## src/sqt_pkg.sv

```systemverilog
// Shared types and constants for the sorted timer queue.
// Used by sqt_divider and sorted_timer_queue; depends on nothing.
package sqt_pkg;

    localparam int TIMER_SLOTS = 16;
    localparam int SLOT_W      = $clog2(TIMER_SLOTS);
    localparam int RMCNT_W     = $clog2(TIMER_SLOTS + 1);
    localparam int MAX_EXPIRE  = 16;
    localparam int EXPCNT_W    = $clog2(MAX_EXPIRE + 1);

    localparam int TIME_W      = 32;
    localparam int OWNER_W     = 8;
    localparam int TAG_W       = 16;
    localparam int SLOT_OUT_W  = 4;
    localparam int MSPT_W      = 10;
    localparam int DIV_CNT_W   = $clog2(TIME_W);

    localparam logic [MSPT_W-1:0] MSPT_RESET = MSPT_W'(10);

    localparam int APB_ADDR_W = 3;
    localparam int APB_DATA_W = 32;
    localparam logic [0:0] REG_MS_PER_TICK = 1'b0;

    typedef enum logic [1:0] {
        MODE_ADD    = 2'd0,
        MODE_REMOVE = 2'd1,
        MODE_TICK   = 2'd2,
        MODE_QUERY  = 2'd3
    } mode_t;

    typedef enum logic [2:0] {
        KIND_ADDED    = 3'd0,
        KIND_FULL     = 3'd1,
        KIND_REMOVED  = 3'd2,
        KIND_EXPIRED  = 3'd3,
        KIND_NONE     = 3'd4,
        KIND_EARLIEST = 3'd5
    } kind_t;

    typedef enum logic [2:0] {
        ST_IDLE,
        ST_DIVIDE,
        ST_REMOVE,
        ST_SCAN,
        ST_DECIDE,
        ST_FLUSH
    } state_t;

    typedef struct packed {
        kind_t                  kind;
        logic [SLOT_OUT_W-1:0]  slot;
        logic [OWNER_W-1:0]     owner;
        logic [TAG_W-1:0]       tag;
        logic                   handler;
        logic [TIME_W-1:0]      value;
        logic                   last;
    } result_t;

endpackage

```

## src/sqt_divider.sv

```systemverilog
// Radix-2 restoring divider: 32-bit dividend by 10-bit divisor, one bit per cycle.
// Depends on sqt_pkg. A zero divisor divides as one.
module sqt_divider (
    input  logic                         clk,
    input  logic                         rst_n,
    input  logic                         start,
    input  logic [sqt_pkg::TIME_W-1:0]   dividend,
    input  logic [sqt_pkg::MSPT_W-1:0]   divisor,
    output logic                         done,
    output logic [sqt_pkg::TIME_W-1:0]   quotient
);
    import sqt_pkg::*;

    logic                  run_reg, run_next;
    logic                  done_reg, done_next;
    logic [DIV_CNT_W-1:0]  cnt_reg, cnt_next;
    logic [MSPT_W-1:0]     rem_reg, rem_next;
    logic [TIME_W-1:0]     quo_reg, quo_next;
    logic [MSPT_W-1:0]     dvs_reg, dvs_next;
    logic [MSPT_W:0]       trial;
    logic [MSPT_W:0]       diff;

    assign trial = {rem_reg, quo_reg[TIME_W-1]};
    assign diff  = trial - {1'b0, dvs_reg};

    always_comb
    begin
        run_next  = run_reg;
        done_next = 1'b0;
        cnt_next  = cnt_reg;
        rem_next  = rem_reg;
        quo_next  = quo_reg;
        dvs_next  = dvs_reg;
        if (start)
        begin
            run_next = 1'b1;
            cnt_next = '0;
            rem_next = '0;
            quo_next = dividend;
            dvs_next = (divisor == '0) ? MSPT_W'(1) : divisor;
        end
        else if (run_reg)
        begin
            if (trial >= {1'b0, dvs_reg})
            begin
                rem_next = diff[MSPT_W-1:0];
                quo_next = {quo_reg[TIME_W-2:0], 1'b1};
            end
            else
            begin
                rem_next = trial[MSPT_W-1:0];
                quo_next = {quo_reg[TIME_W-2:0], 1'b0};
            end
            cnt_next = cnt_reg + 1'b1;
            if (cnt_reg == DIV_CNT_W'(TIME_W - 1))
            begin
                run_next  = 1'b0;
                done_next = 1'b1;
            end
        end
    end

    always_ff @(posedge clk or negedge rst_n)
    begin
        if (!rst_n)
        begin
            run_reg  <= 1'b0;
            done_reg <= 1'b0;
            cnt_reg  <= '0;
        end
        else
        begin
            run_reg  <= run_next;
            done_reg <= done_next;
            cnt_reg  <= cnt_next;
        end
    end

    always_ff @(posedge clk)
    begin
        rem_reg <= rem_next;
        quo_reg <= quo_next;
        dvs_reg <= dvs_next;
    end

    assign done     = done_reg;
    assign quotient = quo_reg;

endmodule

```

## src/sorted_timer_queue.sv

```systemverilog
// Sorted timer queue: an add runs the divider and then fills a free slot; remove and query scan all 16 slots;
// a tick rescans the table after each expired timer it takes, up to 16 expired timers per tick.
// One request at a time; busy is high from accept until the final result is shown.
// Results are one-cycle strobes and cannot be stalled; last marks the final one.
// rst_n clears all timers, the tick and the add sequence at once; ms_per_tick resets to 10.
// Depends on sqt_pkg and sqt_divider.
module sorted_timer_queue (
    input  logic                             clk,
    input  logic                             rst_n,
    input  logic                             start,
    output logic                             busy,
    input  logic [1:0]                       mode,
    input  logic [sqt_pkg::TIME_W-1:0]       delay_ms,
    input  logic [sqt_pkg::OWNER_W-1:0]      owner,
    input  logic [sqt_pkg::TAG_W-1:0]        tag,
    input  logic                             has_handler,
    output logic                             result_valid,
    output logic [2:0]                       kind,
    output logic [sqt_pkg::SLOT_OUT_W-1:0]   slot,
    output logic [sqt_pkg::OWNER_W-1:0]      owner_out,
    output logic [sqt_pkg::TAG_W-1:0]        tag_out,
    output logic                             handler_out,
    output logic [sqt_pkg::TIME_W-1:0]       value,
    output logic                             last,
    input  logic                             psel,
    input  logic                             penable,
    input  logic                             pwrite,
    input  logic [sqt_pkg::APB_ADDR_W-1:0]   paddr,
    input  logic [sqt_pkg::APB_DATA_W-1:0]   pwdata,
    output logic [sqt_pkg::APB_DATA_W-1:0]   prdata,
    output logic                             pready
);
    import sqt_pkg::*;

    state_t                state_reg, state_next;
    logic [MSPT_W-1:0]     mspt_reg;
    logic                  accept;

    mode_t                 req_mode_reg;
    logic [OWNER_W-1:0]    req_owner_reg;
    logic [TAG_W-1:0]      req_tag_reg;
    logic                  req_hnd_reg;

    logic [TIME_W-1:0]     tick_reg, tick_next;
    logic [TIME_W-1:0]     seq_reg, seq_next;
    logic [TIMER_SLOTS-1:0] valid_reg, valid_next;

    logic [TIME_W-1:0]     exp_mem   [TIMER_SLOTS];
    logic [OWNER_W-1:0]    owner_mem [TIMER_SLOTS];
    logic [TAG_W-1:0]      tag_mem   [TIMER_SLOTS];
    logic                  hnd_mem   [TIMER_SLOTS];
    logic [TIME_W-1:0]     order_mem [TIMER_SLOTS];
    logic                  tbl_we;

    logic [SLOT_W-1:0]     idx_reg, idx_next;
    logic [RMCNT_W-1:0]    rm_cnt_reg, rm_cnt_next;
    logic [EXPCNT_W-1:0]   n_reg, n_next;

    logic                  best_found_reg, best_found_next;
    logic [SLOT_W-1:0]     best_idx_reg, best_idx_next;
    logic [TIME_W-1:0]     best_exp_reg, best_exp_next;
    logic [TIME_W-1:0]     best_age_reg, best_age_next;
    logic [OWNER_W-1:0]    best_owner_reg, best_owner_next;
    logic [TAG_W-1:0]      best_tag_reg, best_tag_next;
    logic                  best_hnd_reg, best_hnd_next;

    logic                  pend_valid_reg, pend_valid_next;
    result_t               pend_reg, pend_next;

    logic                  res_valid_reg, res_valid_next;
    result_t               res_reg, res_next;

    logic                  div_start;
    logic                  div_done;
    logic [TIME_W-1:0]     div_quotient;
    logic [TIME_W-1:0]     add_exp;

    logic                  free_any;
    logic [SLOT_W-1:0]     free_idx;
    logic                  cur_valid;
    logic [TIME_W-1:0]     cur_exp;
    logic [TIME_W-1:0]     cur_age;
    logic                  take;
    logic                  due;
    logic                  rm_hit;
    logic                  idx_last;
    logic                  cfg_we;

    // APB register port
    assign pready = 1'b1;
    assign cfg_we = psel && penable && pwrite;
    assign prdata = (paddr[2:2] == REG_MS_PER_TICK) ?
                    APB_DATA_W'(mspt_reg) : '0;

    assign accept    = start && (state_reg == ST_IDLE);
    assign busy      = (state_reg != ST_IDLE);
    assign div_start = accept && (mode_t'(mode) == MODE_ADD);
    assign add_exp   = tick_reg + div_quotient;

    sqt_divider u_div (
        .clk      (clk),
        .rst_n    (rst_n),
        .start    (div_start),
        .dividend (delay_ms),
        .divisor  (mspt_reg),
        .done     (div_done),
        .quotient (div_quotient)
    );

    // lowest free slot
    always_comb
    begin
        free_idx = '0;
        for (int i = TIMER_SLOTS - 1; i >= 0; i--)
        begin
            if (!valid_reg[i])
                free_idx = SLOT_W'(i);
        end
    end
    assign free_any = ~&valid_reg;

    assign idx_last  = (idx_reg == SLOT_W'(TIMER_SLOTS - 1));
    assign cur_valid = valid_reg[idx_reg];
    assign cur_exp   = exp_mem[idx_reg];
    assign cur_age   = seq_reg - order_mem[idx_reg];
    assign take      = cur_valid &&
                       (!best_found_reg || (cur_exp < best_exp_reg) ||
                        ((cur_exp == best_exp_reg) && (cur_age > best_age_reg)));
    assign due       = best_found_reg && (best_exp_reg <= tick_reg);
    assign rm_hit    = cur_valid && (owner_mem[idx_reg] == req_owner_reg);

    // next state
    always_comb
    begin
        state_next = state_reg;
        unique case (state_reg)
            ST_IDLE:
            begin
                if (accept)
                begin
                    unique case (mode_t'(mode))
                        MODE_ADD:    state_next = ST_DIVIDE;
                        MODE_REMOVE: state_next = ST_REMOVE;
                        MODE_TICK:   state_next = ST_SCAN;
                        MODE_QUERY:  state_next = ST_SCAN;
                    endcase
                end
            end
            ST_DIVIDE:
            begin
                if (div_done)
                    state_next = ST_IDLE;
            end
            ST_REMOVE:
            begin
                if (idx_last)
                    state_next = ST_IDLE;
            end
            ST_SCAN:
            begin
                if (idx_last)
                    state_next = ST_DECIDE;
            end
            ST_DECIDE:
            begin
                priority if (req_mode_reg == MODE_QUERY)
                    state_next = ST_IDLE;
                else if (due)
                    state_next = (n_reg + 1'b1 == EXPCNT_W'(MAX_EXPIRE)) ?
                                 ST_FLUSH : ST_SCAN;
                else
                    state_next = ST_IDLE;
            end
            ST_FLUSH:
            begin
                state_next = ST_IDLE;
            end
            default:
            begin
                state_next = ST_IDLE;
            end
        endcase
    end

    // datapath and results
    always_comb
    begin
        tick_next       = tick_reg;
        seq_next        = seq_reg;
        valid_next      = valid_reg;
        tbl_we          = 1'b0;
        idx_next        = idx_reg;
        rm_cnt_next     = rm_cnt_reg;
        n_next          = n_reg;
        best_found_next = best_found_reg;
        best_idx_next   = best_idx_reg;
        best_exp_next   = best_exp_reg;
        best_age_next   = best_age_reg;
        best_owner_next = best_owner_reg;
        best_tag_next   = best_tag_reg;
        best_hnd_next   = best_hnd_reg;
        pend_valid_next = pend_valid_reg;
        pend_next       = pend_reg;
        res_valid_next  = 1'b0;
        res_next        = res_reg;

        unique case (state_reg)
            ST_IDLE:
            begin
                if (accept)
                begin
                    idx_next        = '0;
                    rm_cnt_next     = '0;
                    n_next          = '0;
                    best_found_next = 1'b0;
                    pend_valid_next = 1'b0;
                    if (mode_t'(mode) == MODE_TICK)
                        tick_next = tick_reg + 1'b1;
                end
            end
            ST_DIVIDE:
            begin
                if (div_done)
                begin
                    res_valid_next = 1'b1;
                    res_next       = '0;
                    res_next.last  = 1'b1;
                    if (free_any)
                    begin
                        tbl_we               = 1'b1;
                        valid_next[free_idx] = 1'b1;
                        seq_next             = seq_reg + 1'b1;
                        res_next.kind        = KIND_ADDED;
                        res_next.slot        = SLOT_OUT_W'(free_idx);
                        res_next.value       = add_exp;
                    end
                    else
                    begin
                        res_next.kind = KIND_FULL;
                    end
                end
            end
            ST_REMOVE:
            begin
                if (rm_hit)
                begin
                    valid_next[idx_reg] = 1'b0;
                    rm_cnt_next         = rm_cnt_reg + 1'b1;
                end
                idx_next = idx_reg + 1'b1;
                if (idx_last)
                begin
                    res_valid_next = 1'b1;
                    res_next       = '0;
                    res_next.kind  = KIND_REMOVED;
                    res_next.value = TIME_W'(rm_cnt_next);
                    res_next.last  = 1'b1;
                end
            end
            ST_SCAN:
            begin
                if (take)
                begin
                    best_found_next = 1'b1;
                    best_idx_next   = idx_reg;
                    best_exp_next   = cur_exp;
                    best_age_next   = cur_age;
                    best_owner_next = owner_mem[idx_reg];
                    best_tag_next   = tag_mem[idx_reg];
                    best_hnd_next   = hnd_mem[idx_reg];
                end
                idx_next = idx_reg + 1'b1;
            end
            ST_DECIDE:
            begin
                idx_next = '0;
                priority if (req_mode_reg == MODE_QUERY)
                begin
                    res_valid_next = 1'b1;
                    res_next       = '0;
                    res_next.kind  = KIND_EARLIEST;
                    res_next.value = best_found_reg ? best_exp_reg : '1;
                    res_next.last  = 1'b1;
                end
                else if (due)
                begin
                    if (pend_valid_reg)
                    begin
                        res_valid_next = 1'b1;
                        res_next       = pend_reg;
                        res_next.last  = 1'b0;
                    end
                    pend_valid_next          = 1'b1;
                    pend_next.kind           = KIND_EXPIRED;
                    pend_next.slot           = SLOT_OUT_W'(best_idx_reg);
                    pend_next.owner          = best_owner_reg;
                    pend_next.tag            = best_tag_reg;
                    pend_next.handler        = best_hnd_reg;
                    pend_next.value          = best_exp_reg;
                    pend_next.last           = 1'b0;
                    valid_next[best_idx_reg] = 1'b0;
                    n_next                   = n_reg + 1'b1;
                    best_found_next          = 1'b0;
                end
                else
                begin
                    res_valid_next = 1'b1;
                    if (pend_valid_reg)
                    begin
                        res_next = pend_reg;
                    end
                    else
                    begin
                        res_next      = '0;
                        res_next.kind = KIND_NONE;
                    end
                    res_next.last = 1'b1;
                end
            end
            ST_FLUSH:
            begin
                res_valid_next = 1'b1;
                res_next       = pend_reg;
                res_next.last  = 1'b1;
            end
            default:
            begin
                res_valid_next = 1'b0;
            end
        endcase
    end

    always_ff @(posedge clk or negedge rst_n)
    begin
        if (!rst_n)
        begin
            state_reg      <= ST_IDLE;
            mspt_reg       <= MSPT_RESET;
            tick_reg       <= '0;
            seq_reg        <= '0;
            valid_reg      <= '0;
            idx_reg        <= '0;
            rm_cnt_reg     <= '0;
            n_reg          <= '0;
            best_found_reg <= 1'b0;
            pend_valid_reg <= 1'b0;
            res_valid_reg  <= 1'b0;
        end
        else
        begin
            state_reg      <= state_next;
            tick_reg       <= tick_next;
            seq_reg        <= seq_next;
            valid_reg      <= valid_next;
            idx_reg        <= idx_next;
            rm_cnt_reg     <= rm_cnt_next;
            n_reg          <= n_next;
            best_found_reg <= best_found_next;
            pend_valid_reg <= pend_valid_next;
            res_valid_reg  <= res_valid_next;
            if (cfg_we && (paddr[2:2] == REG_MS_PER_TICK))
                mspt_reg <= pwdata[MSPT_W-1:0];
        end
    end

    always_ff @(posedge clk)
    begin
        if (accept)
        begin
            req_mode_reg  <= mode_t'(mode);
            req_owner_reg <= owner;
            req_tag_reg   <= tag;
            req_hnd_reg   <= has_handler;
        end
        best_idx_reg   <= best_idx_next;
        best_exp_reg   <= best_exp_next;
        best_age_reg   <= best_age_next;
        best_owner_reg <= best_owner_next;
        best_tag_reg   <= best_tag_next;
        best_hnd_reg   <= best_hnd_next;
        pend_reg       <= pend_next;
        res_reg        <= res_next;
    end

    // timer table
    always_ff @(posedge clk)
    begin
        if (tbl_we)
        begin
            exp_mem[free_idx]   <= add_exp;
            owner_mem[free_idx] <= req_owner_reg;
            tag_mem[free_idx]   <= req_tag_reg;
            hnd_mem[free_idx]   <= req_hnd_reg;
            order_mem[free_idx] <= seq_reg;
        end
    end

    assign result_valid = res_valid_reg;
    assign kind         = res_reg.kind;
    assign slot         = res_reg.slot;
    assign owner_out    = res_reg.owner;
    assign tag_out      = res_reg.tag;
    assign handler_out  = res_reg.handler;
    assign value        = res_reg.value;
    assign last         = res_reg.last;

`ifndef ASSERT_OFF
    a_accept_busy: assert property (@(posedge clk) disable iff (!rst_n)
        start && !busy |=> busy)
        else $error("accepted request did not raise busy");

    a_mid_result_busy: assert property (@(posedge clk) disable iff (!rst_n)
        result_valid && !last |-> busy)
        else $error("non-final result while idle");

    a_final_idle: assert property (@(posedge clk) disable iff (!rst_n)
        result_valid && last |-> !busy)
        else $error("final result while still busy");
`endif

endmodule
```

## config.mk

```make
export PLATFORM = sky130hd
export DESIGN_NAME = sorted_timer_queue
export DESIGN_NICKNAME = d
export VERILOG_FILES = /design/src/sqt_pkg.sv /design/src/sqt_divider.sv /design/src/sorted_timer_queue.sv
export SDC_FILE = /design/constraint.sdc
export NUM_CORES = 2
export LEC_CHECK = 0
export ABC_AREA = 1
export BUFFER_PORTS_ARGS = -buffer_cell sky130_fd_sc_hd__buf_2
export CAP_MARGIN = 20
export CORE_MARGIN = 4
export CORE_UTILIZATION = 30
export CTS_CLUSTER_SIZE = 25
export DETAILED_ROUTE_END_ITERATION = 12
export GPL_ROUTABILITY_DRIVEN = 0
export GPL_TIMING_DRIVEN = 1
export PLACE_DENSITY = 0.44
export SKIP_CTS_REPAIR_TIMING = 1
export SLEW_MARGIN = 20
export SYNTH_ARGS = -nofsm -noshare
export SYNTH_HDL_FRONTEND = slang
export SYNTH_SLANG_ARGS = --single-unit
```

## constraint.sdc

```tcl
create_clock -name clk -period 12.31 [get_ports clk]
set_input_delay 0.6155 -clock clk [delete_from_list [all_inputs] [get_ports clk]]
set_output_delay 0.6155 -clock clk [all_outputs]
set_load 0.005 [all_outputs]
```

==> flow_summary_export.csv <==
group,metric,value,unit
status,status,"finished, final reports clean",
setup_path,required,12.79,ns
placement,portBuffers,152,
worst_hold_path,hold_depth,3,
setup_path,slowest_stage,"dfrtp_4",
clock_network,clock_path_buffers,3,
global_routing,antenna_found_initial,13,
clock_network,cts_tree,"built",
final_layout,regArea,0.0545,mm²
yosys,syn-cell-area,0.0783,mm²
yosys,yosys.area.top_type,"edfxtp_1",
placement,dpl_worst_slack,3.14,ns
drt,drc,0,
floorplan,dieArea,0.269,mm²
pwr,p_leak,0.0315,µW
yosys,synth_edf_count,1712,
setup_path,cp_top_family,"buffers and inverters",
global_routing,first_global_vias,49700,
floorplan,initial_core_util,0.302,
setup_path,worst-path-stages,29,
floorplan,row_count,187,
yosys,syn_avg_cell_area,11.9,µm²
drt,dr.pass1.iters,6,
yosys,yosys_warnings,0,
global_routing,grt_overflow,0,
drt,viasPerCell,4.95,
timing,tightest_slew,1.20,ns
final_layout,nFillCells,25700,
clock_network,worstSkewPairLatency,0.88,ns
yosys,synth_top_area_frac,0.656,
global_routing,track_usage,0.168,
yosys,ys_types,59,
floorplan,die_w,519,µm
setup_path,critPathCaptureType,"register",
timing,drv_slew,0,
setup_path,start_kind,"register",
floorplan,io_pins,200,
timing,relSlewSlack,0.201,
clock_network,cts_root_buffer,"clkbuf_16",
yosys,synth-seq-cells,1839,
final_layout,multi_input_area,0.0211,mm²
setup_path,critPathMaxStageDelay,0.97,ns
timing,hold_viol,0,
pwr,p_per_area,239,mW/mm²
floorplan,die_h,519,µm
setup_path,critical_path_class,"reg2reg",
final_layout,drive_gt1_frac,0.0863,
yosys,synthFlopType,"edfxtp_1",
final_layout,reg_top3,"exp_mem: 512 flops, order_mem: 512 flops, tag_mem: 256 flops",
worst_hold_path,min_path_type,"in2reg",
drt,routedWlPerCell,22.6,µm
timing,setup_viol,0,
timing,finClkSkew,0.107,ns
global_routing,grt_pass1_wl,339000,µm
clock_network,htreeDepth,4,
pwr,ir_worst_vdd,0.000399,V
setup_path,cp.arrival,9.98,ns
final_layout,nets,7001,
drt,vias,51000,
clock_network,cts_buffers,200,
run,drv_cap,0,
yosys,ys_seq_area_frac,0.696,
clock_network,cts_sinks,1839,
drt,drt_iter0_drc,4127,
drt,ant_nets,0,
clock_network,path_clk_slew,0.06,ns
timing,post-route-period-util,0.772,
placement,dp_hpwl,120000,µm
floorplan,core-area,0.260,mm²
timing,rsz0062_at_grt,"false",
setup_path,critPathMaxFanout,284,
drt,wirelength,233000,µm
timing,setup_tns,0,ns
timing,layout_setup_ws,2.81,ns
timing,fmax,105,MHz
setup_path,crit_top_cell,"nand2_1",
timing,fin_crit,9.50,ns
global_routing,grt_max_degree,285,
yosys,ys_async_sr_fraction,0.0636,
yosys,syn_inst,6589,
setup_path,cp_num_buf_inv,5,
final_layout,area_growth,14.7,%
yosys,synthTopCellsByArea,"edfxtp_1, o21ai_0, nand2_1",
setup_path,reg2reg_depth,29,
-- cell usage after synthesis (89+ instances only) --
cell type	n
a21oi_1	195
clkbuf_1	256
dfrtp_1	115
edfxtp_1	1712
ha_1	178
inv_1	367
nand2_1	951
nand3_1	122
nor2_1	934
o21ai_0	820
o22ai_1	330
xor2_1	89
-- worst min-delay path: stages --
cell and delay [ns]:
buf_2 0.08, nand2_1 0.04, nand2_1 0.04
-- cells by family (layout without fill, tap and decap cells) --
kind of cell / after synthesis / in the layout / share of synthesized area
and+or+nand+nor: 2201 / 2201 / 0.114
DFF: 1839 / 1839 / 0.696
AOI/OAI and AO/OA: 1508 / 1508 / 0.107
buffers and inverters: 729 / 1011 / 0.0388
adders and majority gates: 181 / 181 / 0.0292
xor gates and xnor gates: 129 / 129 / 0.0144
other: 2 / 30 / 0.0000959
-- stage by stage --
step           power [µW]  cells   util  hold slack, ns  instance area (µm²)
6_report            21400  10300  0.346          0.0346                89800
5_1_grt             22700  10300  0.346        0.000936                89800
4_1_cts             21700  10300  0.344          -0.312                89400
3_5_place_dp        15700   9882  0.319           0.405                82900
3_3_place_gp        15600   9881  0.319           0.404                82900
2_1_floorplan       13000   6610      -           0.320                78400
-- worst paths after layout --
kind                                            from                            to  slack (ns)
max                           idx_reg[0]$_DFFE_PN0P_     best_age_reg[8]$_DFFE_PP_        2.81
min                                     delay_ms[26]  u_div.quotient[26]$_DFFE_PP_        0.03
max reg2reg                   idx_reg[0]$_DFFE_PN0P_     best_age_reg[8]$_DFFE_PP_        2.81
min reg2reg                best_tag_reg[5]$_DFFE_PP_        pend_reg[39]$_DFFE_PP_        0.42
max in group asynchronous                      rst_n       mspt_reg[2]$_DFFE_PN0P_       10.55
min in group asynchronous                      rst_n          n_reg[3]$_DFFE_PN0P_        0.29
-- layer usage --
layer  wire length, µm  vias up  track usage
li1                  -    23900            -
met1            107000    25500        0.233
met2            108000     1254        0.271
met3             11500      315       0.0271
met4              6240        6       0.0474
met5                39        -            0
-- where the power goes --
part | switching, µW | internal, µW | total, µW
logic | 5140 | 1990 | 7130
registers | 319 | 8080 | 8400
clock network | 2580 | 3320 | 5900
-- placed cells by master (no fill, tap or decap), drive strengths merged, types with 13 or more instances in the layout --
cell type / instances
a21oi: 197
a221oi: 32
a22o: 30
buf: 224
bufinv: 13
clkbuf: 257
clkinv: 99
conb: 23
dfrtp: 115
dlygate4sd3: 36
edfxtp: 1712
ha: 178
inv: 378
nand2: 956
nand3: 126
nand4: 85
nor2: 949
nor3: 57
nor4: 13
o21ai: 852
o22ai: 330
xnor2: 40
xor2: 89
-- area by class of cell --
type | instances | area share
Tap cell | 3402 | 0.0474
Inverter | 377 | 0.0162
Clock buffer | 257 | 0.0587
Antenna cell | 7 | 0.000195
Timing Repair Buffer | 260 | 0.0216
Clock inverter | 117 | 0.0135
Sequential cell | 1839 | 0.607
Multi-Input combinational cell | 4042 | 0.235
Note: power is estimated with default switching activity, not from simulation.
